`src/design/sof_length_xor_fcs_deframer_unit_defines.svh`:
```
// assertion macros shared by the deframer modules
`ifndef SOF_LENGTH_XOR_FCS_DEFRAMER_UNIT_DEFINES_SVH
`define SOF_LENGTH_XOR_FCS_DEFRAMER_UNIT_DEFINES_SVH

`ifndef SYNTHESIS

`define SFD_ASSERT_IMPL(lbl, clk, rst_n, ante, cons) \
	lbl: assert property (@(posedge clk) disable iff (!rst_n) (ante) |-> (cons)) \
		else $error("deframer assertion failed");

`define SFD_ASSERT_NEXT(lbl, clk, rst_n, ante, cons) \
	lbl: assert property (@(posedge clk) disable iff (!rst_n) (ante) |=> (cons)) \
		else $error("deframer assertion failed");

`else

`define SFD_ASSERT_IMPL(lbl, clk, rst_n, ante, cons)

`define SFD_ASSERT_NEXT(lbl, clk, rst_n, ante, cons)

`endif

`endif

```
`src/design/sfd_pkg.sv`:
```
`timescale 1ns / 1ps

package sfd_pkg;

	localparam logic [7:0] START_BYTE    = 8'hFE;
	localparam logic [7:0] MAX_LEN_RESET = 8'd250;

	typedef enum logic [2:0] {
		PH_HUNT  = 3'd0,
		PH_LEN   = 3'd1,
		PH_CMD0  = 3'd2,
		PH_CMD1  = 3'd3,
		PH_DATA  = 3'd4,
		PH_CHECK = 3'd5
	} phase_t;

	localparam logic [1:0] KIND_CMD0   = 2'd0;
	localparam logic [1:0] KIND_CMD1   = 2'd1;
	localparam logic [1:0] KIND_DATA   = 2'd2;
	localparam logic [1:0] KIND_STATUS = 2'd3;

	localparam logic [1:0] ST_OK       = 2'd0;
	localparam logic [1:0] ST_MISMATCH = 2'd1;
	localparam logic [1:0] ST_TOO_LONG = 2'd2;

	typedef struct packed {
		logic [7:0] data;
		logic [1:0] kind;
		logic [1:0] status;
		logic       last;
	} result_t;

endpackage

```
`src/design/sfd_parser.sv`:
```
`timescale 1ns / 1ps
`include "sof_length_xor_fcs_deframer_unit_defines.svh"

module sfd_parser (
	input  logic                clk,
	input  logic                arst_n,
	input  logic                cfg_wr_en,
	input  logic [7:0]          cfg_wr_data,
	input  logic                fire,
	input  logic [7:0]          byte_in,
	output logic                res_valid,
	output sfd_pkg::result_t    res
);

	sfd_pkg::phase_t phase_q, phase_n;
	logic [7:0] rem_q, rem_n, rem_dec;
	logic [7:0] xor_q, xor_n;
	logic [7:0] max_len_q;
	logic       ends_frame;

	always_ff @(posedge clk or negedge arst_n) begin
		if (!arst_n) begin
			max_len_q <= sfd_pkg::MAX_LEN_RESET;
		end else if (cfg_wr_en) begin
			max_len_q <= cfg_wr_data;
		end
	end

	// data counter saturates at zero
	assign rem_dec = (rem_q != 8'd0) ? rem_q - 8'd1 : rem_q;

	always_comb begin
		phase_n = phase_q;
		rem_n   = rem_q;
		xor_n   = xor_q;
		case (phase_q)
			sfd_pkg::PH_LEN: begin
				xor_n = byte_in;
				if (byte_in > max_len_q) begin
					phase_n = sfd_pkg::PH_HUNT;
					rem_n   = 8'd0;
				end else begin
					rem_n   = byte_in;
					phase_n = sfd_pkg::PH_CMD0;
				end
			end
			sfd_pkg::PH_CMD0: begin
				xor_n   = xor_q ^ byte_in;
				phase_n = sfd_pkg::PH_CMD1;
			end
			sfd_pkg::PH_CMD1: begin
				xor_n   = xor_q ^ byte_in;
				phase_n = (rem_q == 8'd0) ? sfd_pkg::PH_CHECK : sfd_pkg::PH_DATA;
			end
			sfd_pkg::PH_DATA: begin
				xor_n = xor_q ^ byte_in;
				rem_n = rem_dec;
				if (rem_dec == 8'd0) begin
					phase_n = sfd_pkg::PH_CHECK;
				end
			end
			sfd_pkg::PH_CHECK: begin
				phase_n = sfd_pkg::PH_HUNT;
				rem_n   = 8'd0;
			end
			default: begin
				phase_n = sfd_pkg::PH_HUNT;
				if (byte_in == sfd_pkg::START_BYTE) begin
					phase_n = sfd_pkg::PH_LEN;
					xor_n   = 8'd0;
					rem_n   = 8'd0;
				end
			end
		endcase
	end

	always_comb begin
		res_valid = 1'b0;
		res       = '{data: byte_in, kind: sfd_pkg::KIND_STATUS,
			status: sfd_pkg::ST_OK, last: 1'b0};
		case (phase_q)
			sfd_pkg::PH_LEN: begin
				if (byte_in > max_len_q) begin
					res_valid  = 1'b1;
					res.data   = 8'd0;
					res.status = sfd_pkg::ST_TOO_LONG;
					res.last   = 1'b1;
				end
			end
			sfd_pkg::PH_CMD0: begin
				res_valid = 1'b1;
				res.kind  = sfd_pkg::KIND_CMD0;
			end
			sfd_pkg::PH_CMD1: begin
				res_valid = 1'b1;
				res.kind  = sfd_pkg::KIND_CMD1;
			end
			sfd_pkg::PH_DATA: begin
				res_valid = 1'b1;
				res.kind  = sfd_pkg::KIND_DATA;
			end
			sfd_pkg::PH_CHECK: begin
				res_valid  = 1'b1;
				res.data   = 8'd0;
				res.status = (byte_in == xor_q) ? sfd_pkg::ST_OK : sfd_pkg::ST_MISMATCH;
				res.last   = 1'b1;
			end
			default: begin
				res_valid = 1'b0;
			end
		endcase
	end

	always_ff @(posedge clk or negedge arst_n) begin
		if (!arst_n) begin
			phase_q <= sfd_pkg::PH_HUNT;
			rem_q   <= 8'd0;
			xor_q   <= 8'd0;
		end else if (fire) begin
			phase_q <= phase_n;
			rem_q   <= rem_n;
			xor_q   <= xor_n;
		end
	end

	assign ends_frame = fire && res_valid && res.last;

	`SFD_ASSERT_IMPL(a_check_no_data_left, clk, arst_n, phase_q == sfd_pkg::PH_CHECK, rem_q == 8'd0)
	`SFD_ASSERT_NEXT(a_status_ends_frame, clk, arst_n, ends_frame, phase_q == sfd_pkg::PH_HUNT)

endmodule

```
`src/design/sfd_out_stage.sv`:
```
`timescale 1ns / 1ps
`include "sof_length_xor_fcs_deframer_unit_defines.svh"

module sfd_out_stage (
	input  logic             clk,
	input  logic             arst_n,
	input  logic             res_valid,
	input  sfd_pkg::result_t res,
	output logic             advance,
	output logic             out_valid,
	input  logic             out_stall,
	output sfd_pkg::result_t out_res
);

	logic             valid_q;
	sfd_pkg::result_t res_q;

	// free slot or the held result leaves in this cycle
	assign advance = !valid_q || !out_stall;

	always_ff @(posedge clk or negedge arst_n) begin
		if (!arst_n) begin
			valid_q <= 1'b0;
		end else if (advance) begin
			valid_q <= res_valid;
		end
	end

	always_ff @(posedge clk) begin
		if (advance && res_valid) begin
			res_q <= res;
		end
	end

	assign out_valid = valid_q;
	assign out_res   = res_q;

	`SFD_ASSERT_IMPL(a_last_only_on_status, clk, arst_n, valid_q && res_q.last, res_q.kind == sfd_pkg::KIND_STATUS)

endmodule

```
`src/design/sof_length_xor_fcs_deframer_unit.sv`:
```
`timescale 1ns / 1ps
// channel  | handshake                  | payload
// ---------+----------------------------+-----------------------------------------------
// input    | in_valid / in_stall        | rx_byte
// output   | out_valid / out_stall      | out_byte, out_kind, frame_status, last_of_frame
// config   | cfg_wr_en                  | cfg_wr_data (max_payload_length)
//
// one byte per cycle sustained while out_stall stays low; a byte passes from its transfer
// through the input register and parse logic into the result register
// arst_n clears the parse state to hunting and the maximum length to 250
// a stalled output holds its result; in_stall rises only while the input register
// is full and the result register cannot move

module sof_length_xor_fcs_deframer_unit (
	input  logic       clk,
	input  logic       arst_n,
	input  logic       in_valid,
	output logic       in_stall,
	input  logic [7:0] rx_byte,
	output logic       out_valid,
	input  logic       out_stall,
	output logic [7:0] out_byte,
	output logic [1:0] out_kind,
	output logic [1:0] frame_status,
	output logic       last_of_frame,
	input  logic       cfg_wr_en,
	input  logic [7:0] cfg_wr_data
);

	logic             valid_s1;
	logic [7:0]       byte_s1;
	logic             advance;
	logic             fire;
	logic             res_valid;
	sfd_pkg::result_t res;
	sfd_pkg::result_t out_res;

	assign in_stall = valid_s1 && !advance;
	assign fire     = valid_s1 && advance;

	always_ff @(posedge clk or negedge arst_n) begin
		if (!arst_n) begin
			valid_s1 <= 1'b0;
		end else if (!in_stall) begin
			valid_s1 <= in_valid;
		end
	end

	always_ff @(posedge clk) begin
		if (in_valid && !in_stall) begin
			byte_s1 <= rx_byte;
		end
	end

	sfd_parser u_parser (
		.clk         (clk),
		.arst_n      (arst_n),
		.cfg_wr_en   (cfg_wr_en),
		.cfg_wr_data (cfg_wr_data),
		.fire        (fire),
		.byte_in     (byte_s1),
		.res_valid   (res_valid),
		.res         (res)
	);

	sfd_out_stage u_out (
		.clk       (clk),
		.arst_n    (arst_n),
		.res_valid (fire && res_valid),
		.res       (res),
		.advance   (advance),
		.out_valid (out_valid),
		.out_stall (out_stall),
		.out_res   (out_res)
	);

	assign out_byte      = out_res.data;
	assign out_kind      = out_res.kind;
	assign frame_status  = out_res.status;
	assign last_of_frame = out_res.last;

endmodule

```
`config.mk`:
```
export PLATFORM = sky130hd
export DESIGN_NAME = sof_length_xor_fcs_deframer_unit
export DESIGN_NICKNAME = d
export VERILOG_FILES = /design/src/design/sfd_pkg.sv /design/src/design/sfd_parser.sv /design/src/design/sfd_out_stage.sv /design/src/design/sof_length_xor_fcs_deframer_unit.sv
export VERILOG_INCLUDE_DIRS = /design/src /design/src/design
export SDC_FILE = /design/constraint.sdc
export NUM_CORES = 1
export LEC_CHECK = 0
export BUFFER_PORTS_ARGS = -buffer_cell sky130_fd_sc_hd__buf_2
export CORE_MARGIN = 5
export CORE_UTILIZATION = 35
export CTS_BUF_LIST = sky130_fd_sc_hd__clkbuf_2 sky130_fd_sc_hd__clkbuf_4 sky130_fd_sc_hd__clkbuf_8
export CTS_CLUSTER_SIZE = 24
export DETAILED_ROUTE_END_ITERATION = 12
export PLACE_DENSITY_LB_ADDON = 0.12
export REMOVE_ABC_BUFFERS = 1
export SYNTH_ARGS = -nofsm -noshare
export SYNTH_HDL_FRONTEND = slang
export SYNTH_SLANG_ARGS = --single-unit
```
`constraint.sdc`:
```
create_clock -name clk -period 2.74 [get_ports clk]
set_input_delay 0.822 -clock clk [delete_from_list [all_inputs] [get_ports clk]]
set_output_delay 0.822 -clock clk [all_outputs]
set_load 0.05 [all_outputs]
```
==> impl_summary.log <==
[metrics] slowest stage delay, CP: 520 ps
[metrics] final worst-path cycle share: 87.3%
[metrics] arrival time of data at the critical path endpoint: 2390 ps
[metrics] maximum clock frequency: 418 MHz
[metrics] Worst-path clk slew: 90 ps
[metrics] CP Cell Sequence: inv_1, ha_1, and3_1, o21a_1, o31ai_2, a21boi_2, nand3_1, a21oi_1, buf_4
[metrics] Sw Pwr: 0.00100 W
[metrics] syn avg cell area: 10.7 um^2
[metrics] share of flip-flops with an asynchronous set or reset: 58.0%
[metrics] number of vias per cell: 5.16
[metrics] Area growth syn-to-layout: 17.5%
[metrics] sequential element share of the synthesized area: 51.9%
[metrics] worst vdd rail ir drop: 0.000334 V
[metrics] Total Routing Usage GR: 13.0%
[metrics] drt initial violations: 135
[metrics] largest net degree at the start of global routing: 30
[metrics] portion of total power attributed to sequential cells: 42.3%
[metrics] starting density of the core: 36.0%
[metrics] Congestion Overflow GR: 0
[metrics] PortBufs: 35
[metrics] count of antenna diodes in the layout: 0
[metrics] clock sink count: 50
[metrics] most common cell after layout, fill and taps aside: sky130_fd_sc_hd__buf_2
[metrics] std cell rows: 31
[metrics] crit path max fanout: 13
[metrics] Comb pwr share: 38.0%
[metrics] Yosys cell types: 52
[metrics] Yosys warning total: 0
[metrics] commonest cells after routing, fill and taps aside: sky130_fd_sc_hd__buf_2, sky130_fd_sc_hd__o21ai_0, sky130_fd_sc_hd__dfrtp_1
[metrics] required time at the endpoint of the critical path: 2740 ps
[metrics] clock share of power: 19.7%
[metrics] number of instances in the synthesized netlist: 246
[metrics] R2R depth: 9
[metrics] worst hold-check path type: reg2reg
[metrics] outcome: finished, final reports clean
[metrics] flip-flop cell with the highest count after synthesis: sky130_fd_sc_hd__dfrtp_1
[metrics] maximum level of the CTS H-tree: 2
[metrics] power density over cell area: 862 mW/mm^2
[metrics] post-detailed-route count of antenna-violating nets: 0
[metrics] startpoint of the worst hold path: u_parser.max_len_q[7]$_DFFE_PN1P_
[metrics] register bit count reported by yosys: 50
[metrics] Max Buffers Root-to-Sink: 2
[metrics] number of enable flip-flop cells after synthesis: 21
[metrics] highest-delay cell along the critical path: sky130_fd_sc_hd__dfstp_2
[metrics] Root Driver: sky130_fd_sc_hd__clkbuf_8
[metrics] startpoint class of the critical path: flip-flop
[metrics] Die Span Y: 96.6 um
[metrics] post-layout total power: 0.00266 W
[metrics] Power Internal: 0.00166 W
[metrics] Floorplan Core Area: 0.00729 mm^2
[metrics] CTS tree: built
[metrics] post-DP HPWL: 4500 um
[metrics] Worst slew margin: 52.5%
[metrics] DR DRC count: 0
[metrics] last weighted congestion value of the routability-driven placer: 0.825
[metrics] Met2 Wirelength: 3060 um
[metrics] Vias: 2027
[metrics] number of antenna violations at the first check in global routing: 0
[metrics] clock latency on the worst-skew pair: 300 ps
[metrics] Max Cap Violations: 0
[metrics] max layer used: met4
[metrics] die width: 96.6 um
[metrics] share of final-layout standard cells stronger than drive strength 1: 24.8%
[metrics] global-route wire length before repair: 9890 um
[metrics] R2R Setup Slk: 350 ps
[metrics] Endpoint, Worst Hold: u_parser.max_len_q[7]$_DFFE_PN1P_
[metrics] met1 layer wirelength in the final routing: 2640 um
[metrics] overall routed net length: 6120 um
[metrics] pin slew with the least headroom to its limit: 712 ps
[metrics] worst flop-to-flop path startpoint: u_parser.max_len_q[4]$_DFFE_PN1P_
[metrics] count of final max-slew check failures: 0
[metrics] I/O Pins: 36
[metrics] type of destination of the critical path: flip-flop
[metrics] mean routed wirelength per cell: 15.6 um
[metrics] final net count: 325
[metrics] Hold Path Cell Cnt: 2
[metrics] total negative slack for setup checks: 0 ps
[metrics] skew final: 7.63 ps
[metrics] number of global-route vias before repair: 1976
[metrics] router iterations before antenna repair: 4
[metrics] Crit Reg-Reg Endpoint: u_out.out_res[12]$_DFFE_PP_
[metrics] clock buffer count from CTS: 5
[metrics] number of failing hold endpoints at the final stage: 0
[metrics] # setup viols final: 0
[metrics] Hold-fix buffers, CTS: 0
[metrics] RSZ-0062 raised after global routing: false
[metrics] PostCTS Resize Cnt: 0
[metrics] final critical delay including setup and external delays: 2390 ps
[metrics] summed instance area of the synthesized netlist: 0.00263 mm^2
[metrics] Sw Share: 37.7%
[metrics] Setup Buffers After CTS: 0
[metrics] routed wl met3: 287 um
[metrics] die area: 0.00934 mm^2
[metrics] Crit Path Class: reg2reg
[metrics] static leakage power: 1.31 nW
## cell families after synthesis
kind of cell,Yosys count,synth area share [%]
flops,50,51.9
buf+inv,23,3.76
mux,2,0.810
compound gates,76,19.6
simple gates,75,15.7
xor+xnor,9,3.00
fa+ha+maj,11,5.24
## critical path, delay by kind of cell, from the launching register on
family                     cells  cell delay, ps
adders and majority gates      1             270
AOI/OAI and AO/OA              4             650
buffers and inverters          2             280
DFF                            1             520
and+or+nand+nor                2             360
## cell usage after synthesis (8+ instances only)
library cell | instances | area share, %
sky130_fd_sc_hd__ha_1 | 11 | 5.2
sky130_fd_sc_hd__nand2_1 | 17 | 2.4
sky130_fd_sc_hd__o21ai_0 | 34 | 6.5
sky130_fd_sc_hd__inv_1 | 16 | 2.3
sky130_fd_sc_hd__nor2_1 | 16 | 2.3
sky130_fd_sc_hd__edfxtp_1 | 21 | 24
sky130_fd_sc_hd__a32o_1 | 8 | 3.0
sky130_fd_sc_hd__and2_1 | 10 | 2.4
sky130_fd_sc_hd__xor2_1 | 9 | 3.0
sky130_fd_sc_hd__dfrtp_1 | 23 | 22
## per-stage QoR
step / utilization [%] / cells / cell area, um^2 / setup slack [ps] / hold slack, ps
after floorplan: - / 240 / 2590 / 110 / 474
after global routing: 42.3 / 393 / 3090 / 214 / 550
after detailed placement: 40.8 / 385 / 2970 / 362 / 498
after CTS: 42.3 / 393 / 3090 / 342 / 516
after global placement: 40.8 / 385 / 2970 / 372 / 495
final: 42.3 / 393 / 3090 / 348 / 508
## cell type report
| type | instances | area (um^2) |
|---|---|---|
| Clock buffer | 6 | 76.3 |
| Multi-Input combinational cell | 173 | 1160 |
| Tap cell | 99 | 124 |
| Clock inverter | 2 | 37.5 |
| Fill cell | 748 | 4200 |
| Timing Repair Buffer | 46 | 258 |
| Inverter | 17 | 63.8 |
| Sequential cell | 50 | 1360 |
## state kept, by name, indices dropped and copies added, names as in the netlist
name,flops
u_out.out_res,13
byte_s1,8
u_parser.max_len_q,8
u_parser.rem_q,8
u_parser.xor_q,8
u_parser.phase_q,3
u_out.out_valid,1
valid_s1,1
## routing by layer
metal  global-route usage [%]  vias up
met5                        0        -
met4                     5.08        0
met3                     2.45        9
met2                     21.8       52
met1                     16.7      957
li1                         -     1009
## power groups by stage
stage | clock [W] | sequential [W] | combinational (W)
2_1_floorplan | 0 | 0.00124 | 0.000630
5_1_grt | 0.000577 | 0.00115 | 0.00113
4_1_cts | 0.000548 | 0.00112 | 0.00102
3_5_place_dp | 0 | 0.00114 | 0.00102
6_report | 0.000524 | 0.00112 | 0.00101
3_3_place_gp | 0 | 0.00113 | 0.00102
## worst max path at each step
stage	cells after the start	slack, ps	startpoint	end
6_report	9	350	u_parser.max_len_q[4]$_DFFE_PN1P_	u_out.out_res[12]$_DFFE_PP_
5_1_grt	9	210	u_parser.max_len_q[3]$_DFFE_PN1P_	u_out.out_res[7]$_DFFE_PP_
4_1_cts	9	340	u_parser.max_len_q[4]$_DFFE_PN1P_	u_out.out_res[5]$_DFFE_PP_
3_5_place_dp	9	360	u_parser.max_len_q[4]$_DFFE_PN1P_	u_out.out_res[0]$_DFFE_PP_
3_3_place_gp	9	370	u_parser.max_len_q[4]$_DFFE_PN1P_	u_out.out_res[0]$_DFFE_PP_
2_1_floorplan	8	110	u_parser.max_len_q[3]$_DFFE_PN1P_	u_out.out_res[0]$_DFFE_PP_
(Power assumes the default switching activity.)
